[src/rtl/irlex_pkg.sv]
// Shared types, character codes and result helpers for the source lexer.
`timescale 1ns / 1ps

package irlex_pkg;

  // Position counters, default width
  localparam int unsigned POSITION_WIDTH = 16;

  // Results one input beat can raise at most, and the queue depth in bundles
  localparam int unsigned MAX_RESULTS = 4;
  localparam int unsigned RES_IDX_W   = $clog2(MAX_RESULTS);
  localparam int unsigned RES_CNT_W   = $clog2(MAX_RESULTS + 1);
  localparam int unsigned QUEUE_DEPTH = 2;

  // Input opcodes
  localparam logic OP_SOURCE_BYTE   = 1'b0;
  localparam logic OP_END_OF_SOURCE = 1'b1;

  // Character codes
  localparam logic [7:0] CHAR_NUL       = 8'h00;
  localparam logic [7:0] CHAR_TAB       = 8'h09;
  localparam logic [7:0] CHAR_LF        = 8'h0A;
  localparam logic [7:0] CHAR_CR        = 8'h0D;
  localparam logic [7:0] CHAR_SPACE     = 8'h20;
  localparam logic [7:0] CHAR_QUOTE     = 8'h22;
  localparam logic [7:0] CHAR_HASH      = 8'h23;
  localparam logic [7:0] CHAR_COMMA     = 8'h2C;
  localparam logic [7:0] CHAR_SLASH     = 8'h2F;
  localparam logic [7:0] CHAR_ZERO      = 8'h30;
  localparam logic [7:0] CHAR_COLON     = 8'h3A;
  localparam logic [7:0] CHAR_BACKSLASH = 8'h5C;
  localparam logic [7:0] CHAR_LOWER_N   = 8'h6E;
  localparam logic [7:0] CHAR_LOWER_R   = 8'h72;
  localparam logic [7:0] CHAR_LOWER_T   = 8'h74;

  typedef enum logic [2:0] {
    KIND_CONTENT    = 3'd0,
    KIND_WORD_END   = 3'd1,
    KIND_STRING_END = 3'd2,
    KIND_COMMA      = 3'd3,
    KIND_COLON      = 3'd4,
    KIND_EOL        = 3'd5,
    KIND_EOF        = 3'd6,
    KIND_ERROR      = 3'd7
  } kind_e;

  typedef enum logic [1:0] {
    ERR_NONE                = 2'd0,
    ERR_UNTERMINATED_STRING = 2'd1,
    ERR_UNTERMINATED_ESCAPE = 2'd2,
    ERR_BAD_ESCAPE          = 2'd3
  } err_e;

  typedef struct packed {
    kind_e       kind;
    logic [7:0]  content_byte;
    logic [15:0] pos_line;
    logic [15:0] pos_col;
    err_e        error_code;
    logic        last_of_run;
  } result_t;

  // All results raised by one input beat
  typedef struct packed {
    logic [RES_CNT_W-1:0]         count;
    result_t [MAX_RESULTS-1:0]    res;
  } bundle_t;

  function automatic result_t make_result(input kind_e kind, input logic [7:0] byte_val,
                                          input logic [15:0] line, input logic [15:0] column,
                                          input err_e err);
    result_t r;
    r.kind         = kind;
    r.content_byte = byte_val;
    r.pos_line     = line;
    r.pos_col      = column;
    r.error_code   = err;
    r.last_of_run  = 1'b0;
    return r;
  endfunction

  function automatic logic is_blank(input logic [7:0] b);
    return (b == CHAR_SPACE) || ((b >= CHAR_TAB) && (b <= CHAR_CR));
  endfunction

endpackage

[src/rtl/irlex_front.sv]
// Lexer front end: takes source beats, tracks position and mode, builds result bundles.
`timescale 1ns / 1ps

module irlex_front #(
  parameter int unsigned PositionWidth = irlex_pkg::POSITION_WIDTH
) (
  input  logic                clk_i,
  input  logic                rst_ni,
  input  logic                in_valid_i,
  output logic                in_ready_o,
  input  logic                opcode_i,
  input  logic [7:0]          data_byte_i,
  output logic                push_o,
  output irlex_pkg::bundle_t  bundle_o,
  input  logic                q_ready_i
);

  typedef logic [PositionWidth-1:0] pos_t;

  typedef enum logic [2:0] {
    MODE_IDLE,
    MODE_WORD,
    MODE_STRING,
    MODE_ESCAPE,
    MODE_COMMENT,
    MODE_HALTED
  } mode_e;

  localparam pos_t POS_ONE = PositionWidth'(1);

  mode_e mode_q, mode_d;
  logic  slash_q, slash_d;
  logic  eol_q, eol_d;
  pos_t  line_q, line_d, col_q, col_d, sline_q, sline_d, scol_q, scol_d;

  logic                                 in_accept;
  logic                                 go_word, go_idle, clear_v;
  logic [7:0]                           b;
  logic [7:0]                           esc_v;
  logic                                 esc_ok;
  logic [irlex_pkg::RES_CNT_W-1:0]      cnt_v;
  irlex_pkg::result_t [irlex_pkg::MAX_RESULTS-1:0] res_v;

  // Saturating increment
  function automatic pos_t bump(input pos_t v);
    return (&v) ? v : v + POS_ONE;
  endfunction

  function automatic logic [15:0] out_pos(input pos_t v);
    return 16'(v);
  endfunction

  assign in_ready_o = q_ready_i;
  assign in_accept  = in_valid_i && in_ready_o;
  assign b          = data_byte_i;

  always_comb begin
    esc_ok = 1'b1;
    unique case (b)
      irlex_pkg::CHAR_LOWER_N:   esc_v = irlex_pkg::CHAR_LF;
      irlex_pkg::CHAR_LOWER_R:   esc_v = irlex_pkg::CHAR_CR;
      irlex_pkg::CHAR_LOWER_T:   esc_v = irlex_pkg::CHAR_TAB;
      irlex_pkg::CHAR_ZERO:      esc_v = irlex_pkg::CHAR_NUL;
      irlex_pkg::CHAR_BACKSLASH: esc_v = irlex_pkg::CHAR_BACKSLASH;
      irlex_pkg::CHAR_QUOTE:     esc_v = irlex_pkg::CHAR_QUOTE;
      default: begin
        esc_v  = irlex_pkg::CHAR_NUL;
        esc_ok = 1'b0;
      end
    endcase
  end

  always_comb begin
    mode_d  = mode_q;
    slash_d = slash_q;
    eol_d   = eol_q;
    line_d  = line_q;
    col_d   = col_q;
    sline_d = sline_q;
    scol_d  = scol_q;
    res_v   = '0;
    cnt_v   = '0;
    go_word = 1'b0;
    go_idle = 1'b0;
    clear_v = 1'b0;

    if (in_accept && (opcode_i == irlex_pkg::OP_END_OF_SOURCE)) begin
      clear_v = 1'b1;
      if (mode_q != MODE_HALTED) begin
        if (slash_q) begin
          res_v[cnt_v[irlex_pkg::RES_IDX_W-1:0]] = irlex_pkg::make_result(
            irlex_pkg::KIND_CONTENT, irlex_pkg::CHAR_SLASH, out_pos(sline_d), out_pos(scol_d),
            irlex_pkg::ERR_NONE);
          cnt_v   = cnt_v + 1'b1;
          mode_d  = MODE_WORD;
          slash_d = 1'b0;
        end
        if (mode_d == MODE_STRING || mode_d == MODE_ESCAPE) begin
          res_v[cnt_v[irlex_pkg::RES_IDX_W-1:0]] = irlex_pkg::make_result(
            irlex_pkg::KIND_ERROR, irlex_pkg::CHAR_NUL, out_pos(sline_d), out_pos(scol_d),
            (mode_d == MODE_STRING) ? irlex_pkg::ERR_UNTERMINATED_STRING
                                    : irlex_pkg::ERR_UNTERMINATED_ESCAPE);
          cnt_v = cnt_v + 1'b1;
        end else begin
          if (mode_d == MODE_WORD) begin
            res_v[cnt_v[irlex_pkg::RES_IDX_W-1:0]] = irlex_pkg::make_result(
              irlex_pkg::KIND_WORD_END, irlex_pkg::CHAR_NUL, out_pos(sline_d), out_pos(scol_d),
              irlex_pkg::ERR_NONE);
            cnt_v = cnt_v + 1'b1;
            eol_d = 1'b0;
          end
          if (!eol_d) begin
            res_v[cnt_v[irlex_pkg::RES_IDX_W-1:0]] = irlex_pkg::make_result(
              irlex_pkg::KIND_EOL, irlex_pkg::CHAR_NUL, out_pos(line_d), out_pos(col_d),
              irlex_pkg::ERR_NONE);
            cnt_v = cnt_v + 1'b1;
          end
          res_v[cnt_v[irlex_pkg::RES_IDX_W-1:0]] = irlex_pkg::make_result(
            irlex_pkg::KIND_EOF, irlex_pkg::CHAR_NUL, out_pos(line_d), out_pos(col_d),
            irlex_pkg::ERR_NONE);
          cnt_v = cnt_v + 1'b1;
        end
      end
    end else if (in_accept && (mode_q != MODE_HALTED)) begin
      if (slash_q) begin
        slash_d = 1'b0;
        if (b == irlex_pkg::CHAR_SLASH) begin
          // Second slash: comment, closing any open word
          if (mode_q == MODE_WORD) begin
            res_v[cnt_v[irlex_pkg::RES_IDX_W-1:0]] = irlex_pkg::make_result(
              irlex_pkg::KIND_WORD_END, irlex_pkg::CHAR_NUL, out_pos(sline_d), out_pos(scol_d),
              irlex_pkg::ERR_NONE);
            cnt_v = cnt_v + 1'b1;
            eol_d = 1'b0;
          end
          mode_d = MODE_COMMENT;
          col_d  = bump(col_d);
        end else begin
          res_v[cnt_v[irlex_pkg::RES_IDX_W-1:0]] = irlex_pkg::make_result(
            irlex_pkg::KIND_CONTENT, irlex_pkg::CHAR_SLASH, out_pos(sline_d), out_pos(scol_d),
            irlex_pkg::ERR_NONE);
          cnt_v   = cnt_v + 1'b1;
          mode_d  = MODE_WORD;
          go_word = 1'b1;
        end
      end else begin
        unique case (mode_q)
          MODE_WORD: go_word = 1'b1;
          MODE_STRING: begin
            col_d = bump(col_d);
            if (b == irlex_pkg::CHAR_QUOTE) begin
              res_v[cnt_v[irlex_pkg::RES_IDX_W-1:0]] = irlex_pkg::make_result(
                irlex_pkg::KIND_STRING_END, irlex_pkg::CHAR_NUL, out_pos(sline_d),
                out_pos(scol_d), irlex_pkg::ERR_NONE);
              cnt_v  = cnt_v + 1'b1;
              eol_d  = 1'b0;
              mode_d = MODE_IDLE;
            end else if (b == irlex_pkg::CHAR_LF) begin
              res_v[cnt_v[irlex_pkg::RES_IDX_W-1:0]] = irlex_pkg::make_result(
                irlex_pkg::KIND_ERROR, irlex_pkg::CHAR_NUL, out_pos(sline_d), out_pos(scol_d),
                irlex_pkg::ERR_UNTERMINATED_STRING);
              cnt_v  = cnt_v + 1'b1;
              eol_d  = 1'b0;
              mode_d = MODE_HALTED;
            end else if (b == irlex_pkg::CHAR_BACKSLASH) begin
              mode_d = MODE_ESCAPE;
            end else begin
              res_v[cnt_v[irlex_pkg::RES_IDX_W-1:0]] = irlex_pkg::make_result(
                irlex_pkg::KIND_CONTENT, b, out_pos(sline_d), out_pos(scol_d),
                irlex_pkg::ERR_NONE);
              cnt_v = cnt_v + 1'b1;
            end
          end
          MODE_ESCAPE: begin
            col_d = bump(col_d);
            if (esc_ok) begin
              res_v[cnt_v[irlex_pkg::RES_IDX_W-1:0]] = irlex_pkg::make_result(
                irlex_pkg::KIND_CONTENT, esc_v, out_pos(sline_d), out_pos(scol_d),
                irlex_pkg::ERR_NONE);
              cnt_v  = cnt_v + 1'b1;
              mode_d = MODE_STRING;
            end else begin
              res_v[cnt_v[irlex_pkg::RES_IDX_W-1:0]] = irlex_pkg::make_result(
                irlex_pkg::KIND_ERROR, irlex_pkg::CHAR_NUL, out_pos(sline_d), out_pos(scol_d),
                irlex_pkg::ERR_BAD_ESCAPE);
              cnt_v  = cnt_v + 1'b1;
              eol_d  = 1'b0;
              mode_d = MODE_HALTED;
            end
          end
          MODE_COMMENT: begin
            if (b == irlex_pkg::CHAR_LF) begin
              mode_d  = MODE_IDLE;
              go_idle = 1'b1;
            end else begin
              col_d = bump(col_d);
            end
          end
          default: go_idle = 1'b1;
        endcase
      end

      if (go_word) begin
        if (irlex_pkg::is_blank(b) || b == irlex_pkg::CHAR_COMMA ||
            b == irlex_pkg::CHAR_COLON || b == irlex_pkg::CHAR_HASH) begin
          res_v[cnt_v[irlex_pkg::RES_IDX_W-1:0]] = irlex_pkg::make_result(
            irlex_pkg::KIND_WORD_END, irlex_pkg::CHAR_NUL, out_pos(sline_d), out_pos(scol_d),
            irlex_pkg::ERR_NONE);
          cnt_v   = cnt_v + 1'b1;
          eol_d   = 1'b0;
          mode_d  = MODE_IDLE;
          go_idle = 1'b1;
        end else begin
          col_d = bump(col_d);
          if (b == irlex_pkg::CHAR_SLASH) begin
            slash_d = 1'b1;
          end else begin
            res_v[cnt_v[irlex_pkg::RES_IDX_W-1:0]] = irlex_pkg::make_result(
              irlex_pkg::KIND_CONTENT, b, out_pos(sline_d), out_pos(scol_d),
              irlex_pkg::ERR_NONE);
            cnt_v = cnt_v + 1'b1;
          end
        end
      end

      if (go_idle) begin
        priority if (b == irlex_pkg::CHAR_CR) begin
          // drop
        end else if (b == irlex_pkg::CHAR_LF) begin
          res_v[cnt_v[irlex_pkg::RES_IDX_W-1:0]] = irlex_pkg::make_result(
            irlex_pkg::KIND_EOL, irlex_pkg::CHAR_NUL, out_pos(line_d), out_pos(col_d),
            irlex_pkg::ERR_NONE);
          cnt_v  = cnt_v + 1'b1;
          eol_d  = 1'b1;
          line_d = bump(line_d);
          col_d  = POS_ONE;
        end else if (irlex_pkg::is_blank(b)) begin
          col_d = bump(col_d);
        end else if (b == irlex_pkg::CHAR_SLASH) begin
          sline_d = line_d;
          scol_d  = col_d;
          col_d   = bump(col_d);
          slash_d = 1'b1;
        end else if (b == irlex_pkg::CHAR_HASH) begin
          mode_d = MODE_COMMENT;
          col_d  = bump(col_d);
        end else if (b == irlex_pkg::CHAR_COMMA || b == irlex_pkg::CHAR_COLON) begin
          res_v[cnt_v[irlex_pkg::RES_IDX_W-1:0]] = irlex_pkg::make_result(
            (b == irlex_pkg::CHAR_COMMA) ? irlex_pkg::KIND_COMMA : irlex_pkg::KIND_COLON,
            irlex_pkg::CHAR_NUL, out_pos(line_d), out_pos(col_d), irlex_pkg::ERR_NONE);
          cnt_v = cnt_v + 1'b1;
          eol_d = 1'b0;
          col_d = bump(col_d);
        end else begin
          sline_d = line_d;
          scol_d  = col_d;
          col_d   = bump(col_d);
          if (b == irlex_pkg::CHAR_QUOTE) begin
            mode_d = MODE_STRING;
          end else begin
            res_v[cnt_v[irlex_pkg::RES_IDX_W-1:0]] = irlex_pkg::make_result(
              irlex_pkg::KIND_CONTENT, b, out_pos(sline_d), out_pos(scol_d),
              irlex_pkg::ERR_NONE);
            cnt_v  = cnt_v + 1'b1;
            mode_d = MODE_WORD;
          end
        end
      end

      // Any error halts and drops a held slash
      if (mode_d == MODE_HALTED) begin
        slash_d = 1'b0;
      end
    end

    // End of source re-arms everything
    if (clear_v) begin
      mode_d  = MODE_IDLE;
      slash_d = 1'b0;
      eol_d   = 1'b0;
      line_d  = POS_ONE;
      col_d   = POS_ONE;
      sline_d = POS_ONE;
      scol_d  = POS_ONE;
    end

    if (cnt_v != '0) begin
      res_v[irlex_pkg::RES_IDX_W'(cnt_v - 1'b1)].last_of_run = 1'b1;
    end
  end

  assign push_o         = in_accept && (cnt_v != '0);
  assign bundle_o.count = cnt_v;
  assign bundle_o.res   = res_v;

  always_ff @(posedge clk_i or negedge rst_ni) begin
    if (!rst_ni) begin
      mode_q  <= MODE_IDLE;
      slash_q <= 1'b0;
      eol_q   <= 1'b0;
      line_q  <= POS_ONE;
      col_q   <= POS_ONE;
      sline_q <= POS_ONE;
      scol_q  <= POS_ONE;
    end else begin
      mode_q  <= mode_d;
      slash_q <= slash_d;
      eol_q   <= eol_d;
      line_q  <= line_d;
      col_q   <= col_d;
      sline_q <= sline_d;
      scol_q  <= scol_d;
    end
  end

endmodule

[src/rtl/irlex_queue.sv]
// Short bundle queue between the lexer front end and the result serialiser.
`timescale 1ns / 1ps

module irlex_queue (
  input  logic               clk_i,
  input  logic               rst_ni,
  input  logic               push_i,
  input  irlex_pkg::bundle_t push_bundle_i,
  output logic               ready_o,
  output logic               valid_o,
  output irlex_pkg::bundle_t head_o,
  input  logic               pop_i
);

  localparam int unsigned PtrW = (irlex_pkg::QUEUE_DEPTH > 1) ?
                                 $clog2(irlex_pkg::QUEUE_DEPTH) : 1;
  localparam int unsigned CntW = $clog2(irlex_pkg::QUEUE_DEPTH + 1);
  localparam logic [PtrW-1:0] LastPtr = PtrW'(irlex_pkg::QUEUE_DEPTH - 1);
  localparam logic [CntW-1:0] Full    = CntW'(irlex_pkg::QUEUE_DEPTH);

  irlex_pkg::bundle_t entries_q [irlex_pkg::QUEUE_DEPTH];
  logic [PtrW-1:0]    wr_ptr_q, wr_ptr_d, rd_ptr_q, rd_ptr_d;
  logic [CntW-1:0]    count_q, count_d;
  logic               do_push, do_pop;

  assign ready_o = (count_q != Full);
  assign valid_o = (count_q != '0);
  assign head_o  = entries_q[rd_ptr_q];
  assign do_push = push_i && ready_o;
  assign do_pop  = pop_i && valid_o;

  always_comb begin
    wr_ptr_d = wr_ptr_q;
    rd_ptr_d = rd_ptr_q;
    count_d  = count_q;
    if (do_push) begin
      wr_ptr_d = (wr_ptr_q == LastPtr) ? '0 : wr_ptr_q + 1'b1;
    end
    if (do_pop) begin
      rd_ptr_d = (rd_ptr_q == LastPtr) ? '0 : rd_ptr_q + 1'b1;
    end
    if (do_push && !do_pop) begin
      count_d = count_q + 1'b1;
    end else if (do_pop && !do_push) begin
      count_d = count_q - 1'b1;
    end
  end

  always_ff @(posedge clk_i or negedge rst_ni) begin
    if (!rst_ni) begin
      wr_ptr_q <= '0;
      rd_ptr_q <= '0;
      count_q  <= '0;
    end else begin
      wr_ptr_q <= wr_ptr_d;
      rd_ptr_q <= rd_ptr_d;
      count_q  <= count_d;
    end
  end

  always_ff @(posedge clk_i) begin
    if (do_push) begin
      entries_q[wr_ptr_q] <= push_bundle_i;
    end
  end

endmodule

[src/rtl/irlex_back.sv]
// Result serialiser: unpacks bundles one result a beat into the output register.
`timescale 1ns / 1ps

module irlex_back (
  input  logic               clk_i,
  input  logic               rst_ni,
  input  logic               q_valid_i,
  input  irlex_pkg::bundle_t q_head_i,
  output logic               pop_o,
  output logic               out_valid_o,
  input  logic               out_ready_i,
  output irlex_pkg::result_t out_o
);

  irlex_pkg::bundle_t                hold_q, hold_d;
  logic [irlex_pkg::RES_CNT_W-1:0]   rem_q, rem_d;
  logic [irlex_pkg::RES_IDX_W-1:0]   idx_q, idx_d;
  logic                              out_valid_q, out_valid_d;
  irlex_pkg::result_t                out_q, out_d;
  logic                              out_free;

  assign out_free = !out_valid_q || out_ready_i;

  always_comb begin
    hold_d      = hold_q;
    rem_d       = rem_q;
    idx_d       = idx_q;
    out_valid_d = out_valid_q;
    out_d       = out_q;
    pop_o       = 1'b0;
    if (out_free) begin
      priority if (rem_q != '0) begin
        // Advance through the held bundle
        out_d       = hold_q.res[idx_q];
        out_valid_d = 1'b1;
        rem_d       = rem_q - 1'b1;
        idx_d       = idx_q + 1'b1;
      end else if (q_valid_i) begin
        // First result goes straight out, hold the rest
        out_d       = q_head_i.res[0];
        out_valid_d = 1'b1;
        hold_d      = q_head_i;
        rem_d       = q_head_i.count - 1'b1;
        idx_d       = irlex_pkg::RES_IDX_W'(1);
        pop_o       = 1'b1;
      end else begin
        out_valid_d = 1'b0;
      end
    end
  end

  always_ff @(posedge clk_i or negedge rst_ni) begin
    if (!rst_ni) begin
      rem_q       <= '0;
      idx_q       <= '0;
      out_valid_q <= 1'b0;
    end else begin
      rem_q       <= rem_d;
      idx_q       <= idx_d;
      out_valid_q <= out_valid_d;
    end
  end

  always_ff @(posedge clk_i) begin
    hold_q <= hold_d;
    out_q  <= out_d;
  end

  assign out_valid_o = out_valid_q;
  assign out_o       = out_q;

endmodule

[src/rtl/ir_source_lexer.sv]
// Top level of the byte-serial source lexer: front end, bundle queue, serialiser.
`timescale 1ns / 1ps

// Channel  Dir  Handshake                Payload
// -------  ---  -----------------------  ------------------------------------------------
// in       in   in_valid_i/in_ready_o    opcode_i, data_byte_i
// out      out  out_valid_o/out_ready_i  kind_o, content_byte_o, pos_line_o,
//                                        pos_col_o, error_code_o, last_of_run_o
//
// One input beat is taken per cycle while the two-bundle queue has room; the
// front end never waits on the output side directly.
// A beat raising n results (up to four) gives n output beats; the serialiser
// loads one result per cycle, while not stalled, from its held bundle or the queue head.
// The first result of a beat goes through a queue entry and then the output register.
// Reset clears lexer mode, positions and all valid state; there is no clearing pass.
// A stall on out_ready_i backs up into the queue and then drops in_ready_o.

module ir_source_lexer #(
  parameter int unsigned PositionWidth = irlex_pkg::POSITION_WIDTH
) (
  input  logic        clk_i,
  input  logic        rst_ni,
  input  logic        in_valid_i,
  output logic        in_ready_o,
  input  logic        opcode_i,
  input  logic [7:0]  data_byte_i,
  output logic        out_valid_o,
  input  logic        out_ready_i,
  output logic [2:0]  kind_o,
  output logic [7:0]  content_byte_o,
  output logic [15:0] pos_line_o,
  output logic [15:0] pos_col_o,
  output logic [1:0]  error_code_o,
  output logic        last_of_run_o
);

  // Front end to queue
  logic               push;
  irlex_pkg::bundle_t push_bundle;
  logic               q_ready;

  // Queue to serialiser
  logic               q_valid;
  irlex_pkg::bundle_t q_head;
  logic               pop;

  irlex_pkg::result_t out_res;

  // Classify each beat and build the bundle of results it raises
  irlex_front #(
    .PositionWidth(PositionWidth)
  ) u_front (
    .clk_i       (clk_i),
    .rst_ni      (rst_ni),
    .in_valid_i  (in_valid_i),
    .in_ready_o  (in_ready_o),
    .opcode_i    (opcode_i),
    .data_byte_i (data_byte_i),
    .push_o      (push),
    .bundle_o    (push_bundle),
    .q_ready_i   (q_ready)
  );

  // Decouple the two halves so either side may stall on its own
  irlex_queue u_queue (
    .clk_i         (clk_i),
    .rst_ni        (rst_ni),
    .push_i        (push),
    .push_bundle_i (push_bundle),
    .ready_o       (q_ready),
    .valid_o       (q_valid),
    .head_o        (q_head),
    .pop_i         (pop)
  );

  // Hand results out one beat at a time
  irlex_back u_back (
    .clk_i       (clk_i),
    .rst_ni      (rst_ni),
    .q_valid_i   (q_valid),
    .q_head_i    (q_head),
    .pop_o       (pop),
    .out_valid_o (out_valid_o),
    .out_ready_i (out_ready_i),
    .out_o       (out_res)
  );

  assign kind_o         = out_res.kind;
  assign content_byte_o = out_res.content_byte;
  assign pos_line_o     = out_res.pos_line;
  assign pos_col_o      = out_res.pos_col;
  assign error_code_o   = out_res.error_code;
  assign last_of_run_o  = out_res.last_of_run;

endmodule

[config.mk]
export PLATFORM = sky130hd
export DESIGN_NAME = ir_source_lexer
export DESIGN_NICKNAME = d
export VERILOG_FILES = /design/src/rtl/irlex_pkg.sv /design/src/rtl/irlex_front.sv /design/src/rtl/irlex_queue.sv /design/src/rtl/irlex_back.sv /design/src/rtl/ir_source_lexer.sv
export SDC_FILE = /design/constraint.sdc
export NUM_CORES = 1
export LEC_CHECK = 0
export BUFFER_PORTS_ARGS = -buffer_cell sky130_fd_sc_hd__buf_2
export CORE_MARGIN = 2
export CORE_UTILIZATION = 60
export CTS_CLUSTER_DIAMETER = 120
export CTS_CLUSTER_SIZE = 12
export DETAILED_ROUTE_END_ITERATION = 12
export PLACE_DENSITY = 0.74
export SLEW_MARGIN = 40
export SYNTH_ARGS = -nofsm -noshare
export SYNTH_HDL_FRONTEND = slang
export SYNTH_SLANG_ARGS = --single-unit
[constraint.sdc]
create_clock -name clk_i -period 19.5 [get_ports clk_i]
set_input_delay 1.95 -clock clk_i [delete_from_list [all_inputs] [get_ports clk_i]]
set_output_delay 1.95 -clock clk_i [all_outputs]
set_load 0.05 [all_outputs]
==> out/metrics.csv <==
stage,metric,value,unit
clocking,cts hold-fix bufs,0,
worst_setup_path,worst path cell trace,buf_2 -> or2_2 -> or4_1 -> or2_2 -> a21oi_1 -> or2_2 -> inv_1 -> ha_1 -> o221ai_1 -> inv_1 -> ha_1 -> nand3_1 -> o21ai_0 -> nor3_2 -> nor2_4 -> buf_12 -> buf_16,
clocking,clock sinks,671,
power_and_ir_drop,leakage,12.08,nW
sta,# setup viols final,0,
worst_setup_path,critical path's slowest cell,or4_1,
clocking,clk slew on worst S/H paths,0.06,ns
layout,Util after Layout,66.62,%
min_path,Worst Hold Class,reg -> reg,
synthesis,#FFs+latches synth,671,
global_route,total grt overflow,0,
layout,nets,2501,
job,number of max-cap violations,0,
worst_setup_path,CP endpoint kind,flip-flop,
synthesis,Post-synth EDFFs,592,
route,drt pass-1 iters,6,
synthesis,Synthesis Warnings,0,
layout,fillers,3584,
layout,layout cells sized above 1,18.82,%
sta,final setup margin,12.08,ns
global_route,global-route wire length before repair,125500,um
worst_setup_path,r2r setup slk,13.36,ns
global_route,initial antenna violation count,1,
worst_setup_path,Critical Path RT,19.76,ns
sta,Hold Slack,0.5009,ns
clocking,clk root buf,clkbuf_16,
sta,TNS Setup,0,ns
sta,final period utilization,38.07,%
sta,unrepaired setup endpoints after global routing,no,
synthesis,"Top FF cell, synth",edfxtp_1,
synthesis,Unique masters post-synth,96,
route,Residual DRC,0,
power_and_ir_drop,Power per Cell Area,169.2,nW/um2
floorplanning,Vert. Die Dim,233.1,um
floorplanning,num rows,83,
route,Routed Wire Length,82240,um
placement,number of port buffers,60,
route,routed via count,21249,
sta,Tightest Pin Transition,0.9432,ns
clocking,worst skew pair latency,0.63,ns
floorplanning,die area,54330,um2
sta,Slew HR,37.12,%
global_route,GR Util All Layers,30.58,%
placement,HPWL after DPL,51840,um
synthesis,Syn Inst Count,2470,
clocking,TritonCTS Buffers,61,
layout,post-route design area,34380,um2
clocking,post_cts resized,0,
worst_setup_path,CP arrival,7.68,ns
worst_setup_path,CP peak stage delay,0.53,ns
sta,FMAX,0.1347,GHz
clocking,CTS tree,done,
route,DR WL/cell,25.70,um
placement,Post-DP Area,32500,um2
floorplanning,CORE AREA,51610,um2
worst_setup_path,crit start category,input port,
run_status,status,"finished, final reports clean",
global_route,pin count of the biggest net entering global routing,150,
worst_setup_path,crit-path max FO,98,
worst_setup_path,Most common cell on crit path,or2_2,
sta,Post-Route Skew,0.02464,ns
synthesis,sequential-to-total area share from yosys stat,62.75,%
floorplanning,starting density of the core,61.01,%
synthesis,Post-Synthesis Cell Area,31490,um2
placement,Placement Setup Slack,11.69,ns
floorplanning,I/O pin cnt,61,
synthesis,ys async rst share,11.77,%
sta,final hold viol count,0,
worst_setup_path,Worst Setup Path Type,in -> reg,
power_and_ir_drop,VDD IR max,0.1395,mV
floorplanning,chip width,233.1,um
route,vias per inst,6.640,
global_route,vias in the first global route,21034,
sta,fin. max-slew vios,0,
clocking,# H-tree levels,2,
placement,routability congestion estimate,0.9688,
clocking,Bufs on Longest Clock Path,3,
route,Final ANT Viol Nets,0,
synthesis,syn avg cell area,12.75,um2
sta,crit path time final,7.424,ns
route,1st-iter DRT viols,2831,
layout,area delta synth->final,9.186,%
clocking,Post-CTS Setup Bufs,0,
-- per-stage QoR --
step,std cells,power [mW]
global placement,3076,4.586
CTS,3196,5.788
detailed placement,3080,4.681
floorplan,2473,4.103
global route,3199,6.077
finish,3200,5.817
-- flip-flops by register name, summed over array words and instances, names as in the netlist --
name                cells
u_front.slash_q         1
u_back.idx_q            2
u_queue.rd_ptr_q        1
u_front.scol_q         16
u_front.col_q          16
u_back.out_o           46
u_front.mode_q          3
u_front.sline_q        16
u_back.out_valid_o      1
u_front.eol_q           1
u_back.rem_q            3
u_queue.entries_q     366
u_queue.wr_ptr_q        1
u_front.line_q         16
u_queue.count_q         2
u_back.hold_q         180
-- cells in the mapped netlist, types with 6 or more instances --
library cell  number  area share (%)
edfxtp_1         592              56
buf_1             13            0.15
nand3_1           55            0.87
nor3_1            38            0.60
or3_1             11            0.22
o21a_1             7            0.17
and2_1            40            0.79
o21ai_0           78             1.2
a22oi_1           25            0.60
nand2_1          324             3.9
clkbuf_1         149             1.8
a22o_1            21            0.58
nor4_1            14            0.28
nand4_1           14            0.28
a221o_1           12            0.38
and3_1            99             2.0
a21o_1             7            0.17
inv_1             22            0.26
mux2_2           187             6.7
o211ai_1          12            0.29
xor2_1            19            0.53
a211oi_1          16            0.38
or2_2             13            0.26
o22ai_1           55             1.1
ha_1              21            0.83
a31oi_1           23            0.46
mux4_2            44             3.1
xnor2_1           19            0.53
dfrtp_1           75             6.0
mux2i_1           15            0.48
buf_2             12            0.19
nand2b_1          10            0.20
nor2_1           124             1.5
o31ai_1            8            0.19
o21ai_1            6           0.095
a21oi_1          159             2.5
nor2b_1           25            0.50
-- worst paths after layout --
check	startpoint	endpoint	depth (start not counted)
max in group asynchronous	rst_ni	u_front.scol_q[3]	2
min in group asynchronous	rst_ni	u_front.col_q[2]	1
max	data_byte_i[1]	u_queue.entries_q[0][148]	17
max reg2reg	u_front.mode_q[2]	u_front.col_q[9]	20
min	u_queue.count_q[1]	u_queue.count_q[1]	1
min reg2reg	u_queue.count_q[1]	u_queue.count_q[1]	1
-- worst max-delay path: cells and delay by family --
family,cells,cell delay (ns)
adder cells (fa/ha/maj),2,0.51
AO/OA/AOI/OAI,3,1.10
AND/OR/NAND/NOR,7,2.58
buffers and inverters,5,1.29
-- report_power, final --
group | leakage (nW) | switching, mW | internal [mW]
Combinational | 4.61 | 1.56 | 0.713
Sequential | 6.63 | 0.186 | 2.26
Clock | 0.842 | 0.503 | 0.598
Total | 12.1 | 2.24 | 3.57
-- layout by cell type, fill, tap and decap left out, drive strengths merged, types with 14 or more instances in the layout --
cell type / instances
a22o: 22
a21oi: 159
mux2i: 15
buf: 108
mux4: 44
o22ai: 55
xnor2: 19
nor4: 18
mux2: 187
inv: 24
edfxtp: 592
o21ai: 84
dfrtp: 75
a31oi: 23
and3: 99
clkbuf: 114
nor3: 38
nand4: 14
and2: 43
nand3: 56
xor2: 19
a22oi: 26
nand2: 324
nor2b: 25
a211oi: 17
nor2: 125
ha: 21
-- cell type report --
type / count / area (um2) / share of cell area, %
Antenna cell: 1 / 2.502 / 0.007278
Timing Repair Buffer: 108 / 784.5 / 2.282
Clock inverter: 2 / 36.28 / 0.1055
Inverter: 24 / 90.09 / 0.2620
Clock buffer: 114 / 1747 / 5.080
Multi-Input combinational cell: 1600 / 11100 / 32.29
Sequential cell: 671 / 19770 / 57.50
Tap cell: 680 / 850.8 / 2.475
-- per-layer routing --
layer  up-vias  GRT usage (%)  wire, um
met5         -              0         0
met4         0          10.59      2536
met3       213          5.176      7102
met2      1080          48.93     39040
met1     10615          42.78     33560
li1       9341              -         -
-- cells by family (layout without fill, tap and decap cells) --
kind of cell	after synthesis	after routing	synth area share, %
other	1	5	0.01191
DFF	671	671	62.75
muxes	246	246	10.31
buffers and inverters	202	248	2.491
xor gates and xnor gates	39	39	1.128
and+or+nand+nor	806	806	12.52
AOI/OAI and AO/OA	483	483	9.898
adders and majority gates	22	22	0.8980
No activity file was read; power rests on OpenSTA's default activity.
